<file path="src/hw/rtl/ordered_int_set_table_assert.svh">
// ----------------------------------------------------------------------------
// Assertion macros for the ordered integer set table
// Shared property shorthands, clocked on clock and disabled in reset.
// ----------------------------------------------------------------------------
`ifndef ORDERED_INT_SET_TABLE_ASSERT_SVH
`define ORDERED_INT_SET_TABLE_ASSERT_SVH

// Condition holds at every edge out of reset.
`define OIST_ASSERT_ALWAYS(lbl, cond, msg) \
   lbl: assert property (@(posedge clock) disable iff (reset) (cond)) else $error(msg);

// Antecedent at one edge implies consequent at the next.
`define OIST_ASSERT_NEXT(lbl, ante, cons, msg) \
   lbl: assert property (@(posedge clock) disable iff (reset) (ante) |=> (cons)) \
      else $error(msg);

`endif

</file>
<file path="src/hw/rtl/oist_pkg.sv">
// ----------------------------------------------------------------------------
// Ordered integer set table package
// Sizes, operation codes and the item and cell link structs.
// ----------------------------------------------------------------------------
package oist_pkg;

   localparam int CAPACITY = 16;
   localparam int CNT_W    = $clog2(CAPACITY + 1);

   typedef enum logic [1:0] {
      OP_LOOKUP = 2'd0,
      OP_ADD    = 2'd1,
      OP_REMOVE = 2'd2,
      OP_CLEAR  = 2'd3
   } op_type;

   typedef struct packed {
      op_type             op;
      logic signed [31:0] value;
   } oist_req_type;

   typedef struct packed {
      logic       hit;
      logic       full_error;
      logic [4:0] count;
      logic       empty_res;
   } oist_rsp_type;

   // Broadcast to every cell for the item being accepted.
   typedef struct packed {
      logic               do_add;
      logic               do_remove;
      logic               do_clear;
      logic signed [31:0] value;
   } oist_cmd_type;

   // What one cell shows its neighbours.
   typedef struct packed {
      logic               occ;    // cell holds a value
      logic               seen;   // match here or in any cell before
      logic signed [31:0] entry;
   } oist_link_type;

endpackage

</file>
<file path="src/hw/rtl/oist_cell.sv">
// ----------------------------------------------------------------------------
// Ordered integer set table cell
// One slot: compares against the broadcast value, appends, clears, or takes the
// entry of its right-hand neighbour when a removal closes a gap.
// ----------------------------------------------------------------------------
module oist_cell (
   input  logic                   clock,
   input  logic                   reset,
   input  oist_pkg::oist_cmd_type cmd_i,
   input  oist_pkg::oist_link_type prev_i,
   input  oist_pkg::oist_link_type next_i,
   output oist_pkg::oist_link_type link_o
);
   import oist_pkg::*;

   logic               occ_ff, occ_in;
   logic signed [31:0] entry_ff, entry_in;
   logic               match;
   logic               seen;

   assign match = occ_ff && (entry_ff == cmd_i.value);
   assign seen  = prev_i.seen || match;

   always_comb begin
      occ_in   = occ_ff;
      entry_in = entry_ff;
      if (cmd_i.do_clear) begin
         occ_in = 1'b0;
      end else if (cmd_i.do_remove && seen) begin
         // shift down: the last held cell picks up an empty neighbour
         occ_in   = next_i.occ;
         entry_in = next_i.entry;
      end else if (cmd_i.do_add && !occ_ff && prev_i.occ) begin
         occ_in   = 1'b1;
         entry_in = cmd_i.value;
      end
   end

   always_ff @(posedge clock) begin
      if (reset) begin
         occ_ff <= 1'b0;
      end else begin
         occ_ff <= occ_in;
      end
   end

   always_ff @(posedge clock) begin
      entry_ff <= entry_in;
   end

   assign link_o.occ   = occ_ff;
   assign link_o.seen  = seen;
   assign link_o.entry = entry_ff;

endmodule

</file>
<file path="src/hw/rtl/ordered_int_set_table.sv">
// ----------------------------------------------------------------------------
// Ordered integer set table
// Set of distinct 32-bit values kept in insertion order in a chain of cells.
// ----------------------------------------------------------------------------
// An item (op, value) looks up, adds, removes or clears; each item gives
// exactly one result item with hit, full_error, count and empty_res. One item
// is taken per clock: every cell compares against the value at once, the
// first-match flag ripples along the chain, and a removal shifts all later
// cells down by one place in the same cycle. The result sits in an output
// register, so a new item is taken while the previous result is taken, and
// only a stalled result (rsp_ready low) holds req_ready low. rsp_valid rises
// in the cycle after acceptance. Adding a value not held to a full table
// drops it and sets full_error. No clearing pass is needed at reset.
// ----------------------------------------------------------------------------
`include "ordered_int_set_table_assert.svh"

module ordered_int_set_table (
   input  logic                   clock,
   input  logic                   reset,
   input  logic                   req_valid,
   output logic                   req_ready,
   input  oist_pkg::oist_req_type req_data,
   output logic                   rsp_valid,
   input  logic                   rsp_ready,
   output oist_pkg::oist_rsp_type rsp_data
);
   import oist_pkg::*;

   logic             rsp_valid_ff, rsp_valid_in;
   oist_rsp_type     rsp_data_ff, rsp_data_in;
   logic [CNT_W-1:0] count_ff, count_in;

   oist_cmd_type     cmd;
   oist_link_type    link_w [CAPACITY];
   logic [CAPACITY-1:0] occ_vec;

   logic accept;
   logic found;
   logic is_full;
   logic add_ok;

   // Input is free whenever the output register is empty or being drained.
   assign req_ready = !rsp_valid_ff || rsp_ready;
   assign accept    = req_valid && req_ready;

   // The last cell's seen flag says whether any held cell matched.
   assign found   = link_w[CAPACITY-1].seen;
   assign is_full = (count_ff == CNT_W'(CAPACITY));
   assign add_ok  = (req_data.op == OP_ADD) && !found && !is_full;

   assign cmd.do_add    = accept && add_ok;
   assign cmd.do_remove = accept && (req_data.op == OP_REMOVE);
   assign cmd.do_clear  = accept && (req_data.op == OP_CLEAR);
   assign cmd.value     = req_data.value;

   // Chain of cells; the left edge looks occupied so cell 0 takes the first add.
   for (genvar i = 0; i < CAPACITY; i++) begin : g_cell
      oist_link_type prev_l;
      oist_link_type next_l;

      if (i == 0) begin : g_first
         assign prev_l.occ   = 1'b1;
         assign prev_l.seen  = 1'b0;
         assign prev_l.entry = '0;
      end else begin : g_mid
         assign prev_l = link_w[i-1];
      end

      if (i == CAPACITY - 1) begin : g_last
         assign next_l.occ   = 1'b0;
         assign next_l.seen  = 1'b0;
         assign next_l.entry = '0;
      end else begin : g_inner
         assign next_l = link_w[i+1];
      end

      oist_cell u_cell (
         .clock  (clock),
         .reset  (reset),
         .cmd_i  (cmd),
         .prev_i (prev_l),
         .next_i (next_l),
         .link_o (link_w[i])
      );

      assign occ_vec[i] = link_w[i].occ;
   end

   // Count update, result formation for the accepted item and output drain.
   always_comb begin
      count_in     = count_ff;
      rsp_valid_in = rsp_valid_ff;
      rsp_data_in  = rsp_data_ff;

      if (rsp_ready) begin
         rsp_valid_in = 1'b0;
      end

      if (accept) begin
         rsp_data_in.hit        = 1'b0;
         rsp_data_in.full_error = 1'b0;
         case (req_data.op)
            OP_LOOKUP: begin
               rsp_data_in.hit = found;
            end
            OP_ADD: begin
               rsp_data_in.hit        = add_ok;
               rsp_data_in.full_error = !found && is_full;
               if (add_ok) begin
                  count_in = count_ff + CNT_W'(1);
               end
            end
            OP_REMOVE: begin
               rsp_data_in.hit = found;
               if (found) begin
                  count_in = count_ff - CNT_W'(1);
               end
            end
            OP_CLEAR: begin
               count_in = '0;
            end
            default: begin
               count_in = count_ff;
            end
         endcase
         rsp_data_in.count     = 5'(count_in);
         rsp_data_in.empty_res = (count_in == '0);
         rsp_valid_in          = 1'b1;
      end
   end

   always_ff @(posedge clock) begin
      if (reset) begin
         rsp_valid_ff <= 1'b0;
         count_ff     <= '0;
      end else begin
         rsp_valid_ff <= rsp_valid_in;
         count_ff     <= count_in;
      end
   end

   always_ff @(posedge clock) begin
      rsp_data_ff <= rsp_data_in;
   end

   assign rsp_valid = rsp_valid_ff;
   assign rsp_data  = rsp_data_ff;

   // Occupied cells stay packed from cell 0 and agree with the count.
   `OIST_ASSERT_ALWAYS(a_packed, (occ_vec & (occ_vec + CAPACITY'(1))) == '0, "cells not packed")
   `OIST_ASSERT_ALWAYS(a_count_occ, $countones(occ_vec) == int'(count_ff), "count mismatch")
   `OIST_ASSERT_ALWAYS(a_count_cap, count_ff <= CNT_W'(CAPACITY), "count over capacity")
   `OIST_ASSERT_NEXT(a_clear, cmd.do_clear, count_ff == '0 && occ_vec == '0, "clear left entries")
   `OIST_ASSERT_NEXT(a_add, cmd.do_add, count_ff == $past(count_ff) + CNT_W'(1), "add lost")

endmodule

</file>
<file path="config.mk">
export PLATFORM = sky130hd
export DESIGN_NAME = ordered_int_set_table
export DESIGN_NICKNAME = d
export VERILOG_FILES = /design/src/hw/rtl/oist_pkg.sv /design/src/hw/rtl/oist_cell.sv /design/src/hw/rtl/ordered_int_set_table.sv
export VERILOG_INCLUDE_DIRS = /design/src /design/src/hw/rtl
export SDC_FILE = /design/constraint.sdc
export NUM_CORES = 2
export LEC_CHECK = 0
export ABC_AREA = 1
export BUFFER_PORTS_ARGS = -buffer_cell sky130_fd_sc_hd__clkbuf_2
export CAP_MARGIN = 20
export CORE_MARGIN = 10
export CORE_UTILIZATION = 64
export CTS_CLUSTER_SIZE = 20
export DETAILED_ROUTE_END_ITERATION = 8
export PLACE_DENSITY = 0.84
export SETUP_SLACK_MARGIN = 0.5
export SYNTH_ARGS = -nofsm -noshare
export SYNTH_HDL_FRONTEND = slang
export SYNTH_SLANG_ARGS = --single-unit
</file>
<file path="constraint.sdc">
create_clock -name clock -period 6.6 [get_ports clock]
set_input_delay 1.32 -clock clock [delete_from_list [all_inputs] [get_ports clock]]
set_output_delay 1.32 -clock clock [all_outputs]
set_load 0.01 [all_outputs]
</file>
==> impl_metrics.csv <==
group,metric,value,unit
setup_path,crit_arrival,5770,ps
die,start_util,65.0,%
cts,clk-insertion-delay-late,650,ps
global_route,grt_max_degree,56,
outcome,run_status,"finished with violations",
global_route,grt_pass1_wl,163,mm
power_and_ir_drop,p_leak,13.8,nW
sta,slew_viol_final,0,
setup_path,crit_path_end_kind,"flop",
setup_path,slowest_delay,460,ps
hold_path,hold_class,"reg -> reg",
yosys,yosys_register_bits,542,
outcome,violations,"design-rule violations",
route,ant_nets,0,
cells_and_area,final_cell_mix,"nand2_1, edfxtp_1, inv_1, o21ai_0, nor2_1",
sta,slew_headroom,20.8,%
sta,hold_viol_final,0,
route,dr.pass1.iters,9,
die,rows,79,
route,wl_per_cell,28.5,um
setup_path,crit_fanout,54,
cells_and_area,areaGrowthSynthToFinish,9.84,%
place,dp_hpwl,77.0,mm
cells_and_area,layout-drive-gt1-share,14.5,%
die,die_x,238,um
yosys,synthTopCellsByArea,"edfxtp_1, nand2_1, mux2_2",
power_and_ir_drop,pwr_density_cell,235,nW/um2
sta,setup_slack,1230,ps
cells_and_area,final_common_cell,"nand2_1",
route,drc,1,
global_route,antenna_found_initial,4,
cts,numCtsBuffers,57,
setup_path,startpoint_type,"input pin",
yosys,synth_area_leader_cell,"edfxtp_1",
route,drt-vias-per-instance,6.67,
die,fp.dieH,238,um
global_route,globalRouteOverflowTotal,0,
sta,whs,513,ps
setup_path,crit_chain,"clkbuf_2 -> inv_2 -> nand2_1 -> nand2_1 -> inv_2 -> nand2_1 -> nor2_1 -> nand2_1 -> nor2_1 -> nand3_1 -> nand3_2 -> nor2_1 -> nand4_2 -> nor2_1 -> nand4_1 -> nor2_1 -> nand4_1 -> nand2_1 -> buf_4 -> mux2_2",
route,drt_iter0_markers,4714,
yosys,synth_top_cell_area_share,51.3,%
yosys,ys.warnings.count,0,
yosys,synth.yosys.seq_area_share,52.7,%
sta,worst_pin_slew,1190,ps
place,globalplace.congestion,1.06,
setup_path,crit_type,"in -> reg",
yosys,syn_inst,3334,
sta,fin_setup_tns,0,ps
setup_path,worst_ep_required_time,6990,ps
sta,rsz0062_at_grt,"no",
power_and_ir_drop,vdd_drop_max,0.200,mV
setup_path,critical_path.top_delay_family,"simple AND/OR/NAND/NOR gates",
die,core,46900,um2
cts,cts_buffer_depth,3,
place,numPortBuffers,47,
cts,clk_pin_slew,60,ps
cts,post-cts-setup-buffer-count,0,
yosys,synth_area,30500,um2
yosys,syn_avg_cell_area,9.14,um2
sta,setup_viol,0,
die,io_pins,48,
global_route,grt_pass1_vias,25200,
cts,post_cts_resized,0,
setup_path,crit_buf_inv,4,
cts,cts_tree,"yes",
cts,cts_hold_buf,0,
cells_and_area,layout.nets,3374,
route,vias,26600,
yosys,syn_nets,3374,
global_route,grt_use_total,39.2,%
setup_path,slowest_stage,"buf_4",
sta,fin_worst_skew,27.3,ps
route,routed_wl,113,mm
cts,htreeDepth,2,
die,dieArea,56700,um2
sta,max_clock_freq,186,MHz
yosys,yosys.cell_types.count,50,
job,maxCapViolCount,0,
place,post-place-ws,810,ps
sta,finalCriticalPeriod,5370,ps
cts,root_buffer,"clkbuf_16",
sta,finalCritPeriodShare,81.4,%
cts,cts.sinks,542,
==> synth_stat cells (all sizes together) <==
library cell,count
o21ai,367
o2111ai,20
nor4b,3
and3,5
nand3b,2
or2,3
nor3,34
nor2,205
a31oi,1
o31ai,15
clkbuf,97
o211ai,34
nor3b,2
o2111a,1
dfxtp,22
o211a,1
xor2,85
xnor2,51
ha,2
nor4,28
a211oi,5
mux2,160
buf,129
edfxtp,520
o221ai,8
a21oi,19
a221oi,10
nand4,42
o22ai,144
a2111oi,3
nand3,75
nand2,816
inv,425
==> path summary, 6_finish.rpt <==
kind	from	to	slack, ps	cells past startpoint
hold / removal	rsp_valid	rsp_valid	510	2
setup reg to reg	g_cell[0].u_cell.entry_ff[30]	g_cell[14].u_cell.entry_ff[21]	2270	19
setup / recovery	req_data[17]	g_cell[14].u_cell.entry_ff[21]	1230	20
hold reg to reg	rsp_valid	rsp_valid	510	2
==> cell families after synthesis <==
kind of cell | Yosys count | synth area share [%]
compound gates | 628 | 12.1
xor+xnor | 136 | 3.91
fa+ha+maj | 2 | 0.0821
buf+inv | 651 | 8.64
flops | 542 | 52.7
mux | 160 | 5.91
simple gates | 1215 | 16.6
==> power breakdown <==
group	internal, mW	leakage [nW]	switching [mW]
Sequential	3.78	4.86	0.0103
Clock	1.93	0.899	1.44
Combinational	0.206	8.01	0.512
Total	5.92	13.8	1.96
==> worst min-delay path, delay by kind of cell, from the launching register on <==
kind             cells  cell delay, ps
flip-flops           1             310
AND/OR/NAND/NOR      1              90
AO/OA/AOI/OAI        1              70
==> metrics by stage <==
stage	power [mW]	instance area (um2)	cells	utilization (%)
floorplan	4.25	30500	3334	-
global placement	4.52	31500	3881	67.3
detailed placement	4.53	31500	3881	67.3
global route	8.01	33500	3986	71.4
finish	7.88	33500	3988	71.4
CTS	7.81	33400	3985	71.4
==> final cells by class <==
cell class,count,area [um2]
clock buffers,65,1490
inverters,425,1600
multi-input cells,2141,12000
repair buffers,167,1160
well taps,607,759
flip-flops and latches,542,16100
fillers,3457,13400
clock inverters,39,440
diodes,2,5.00
==> metal layers <==
layer / vias up / global-route usage [%] / share of wire [%]
met3: 623 / 13.1 / 17
li1: 11300 / - / -
met1: 12100 / 48.8 / 33
met4: 2 / 26.8 / 8.4
met5: - / 0 / 0.011
met2: 2490 / 57.4 / 42
==> registers in the layout, summed over array words and instances, names as in the netlist <==
signal and cells:
g_cell.u_cell.entry_ff 512, g_cell.u_cell.occ_ff 16, rsp_data 8, count_ff 5, rsp_valid 1
Note: power is estimated with default switching activity, not from simulation.
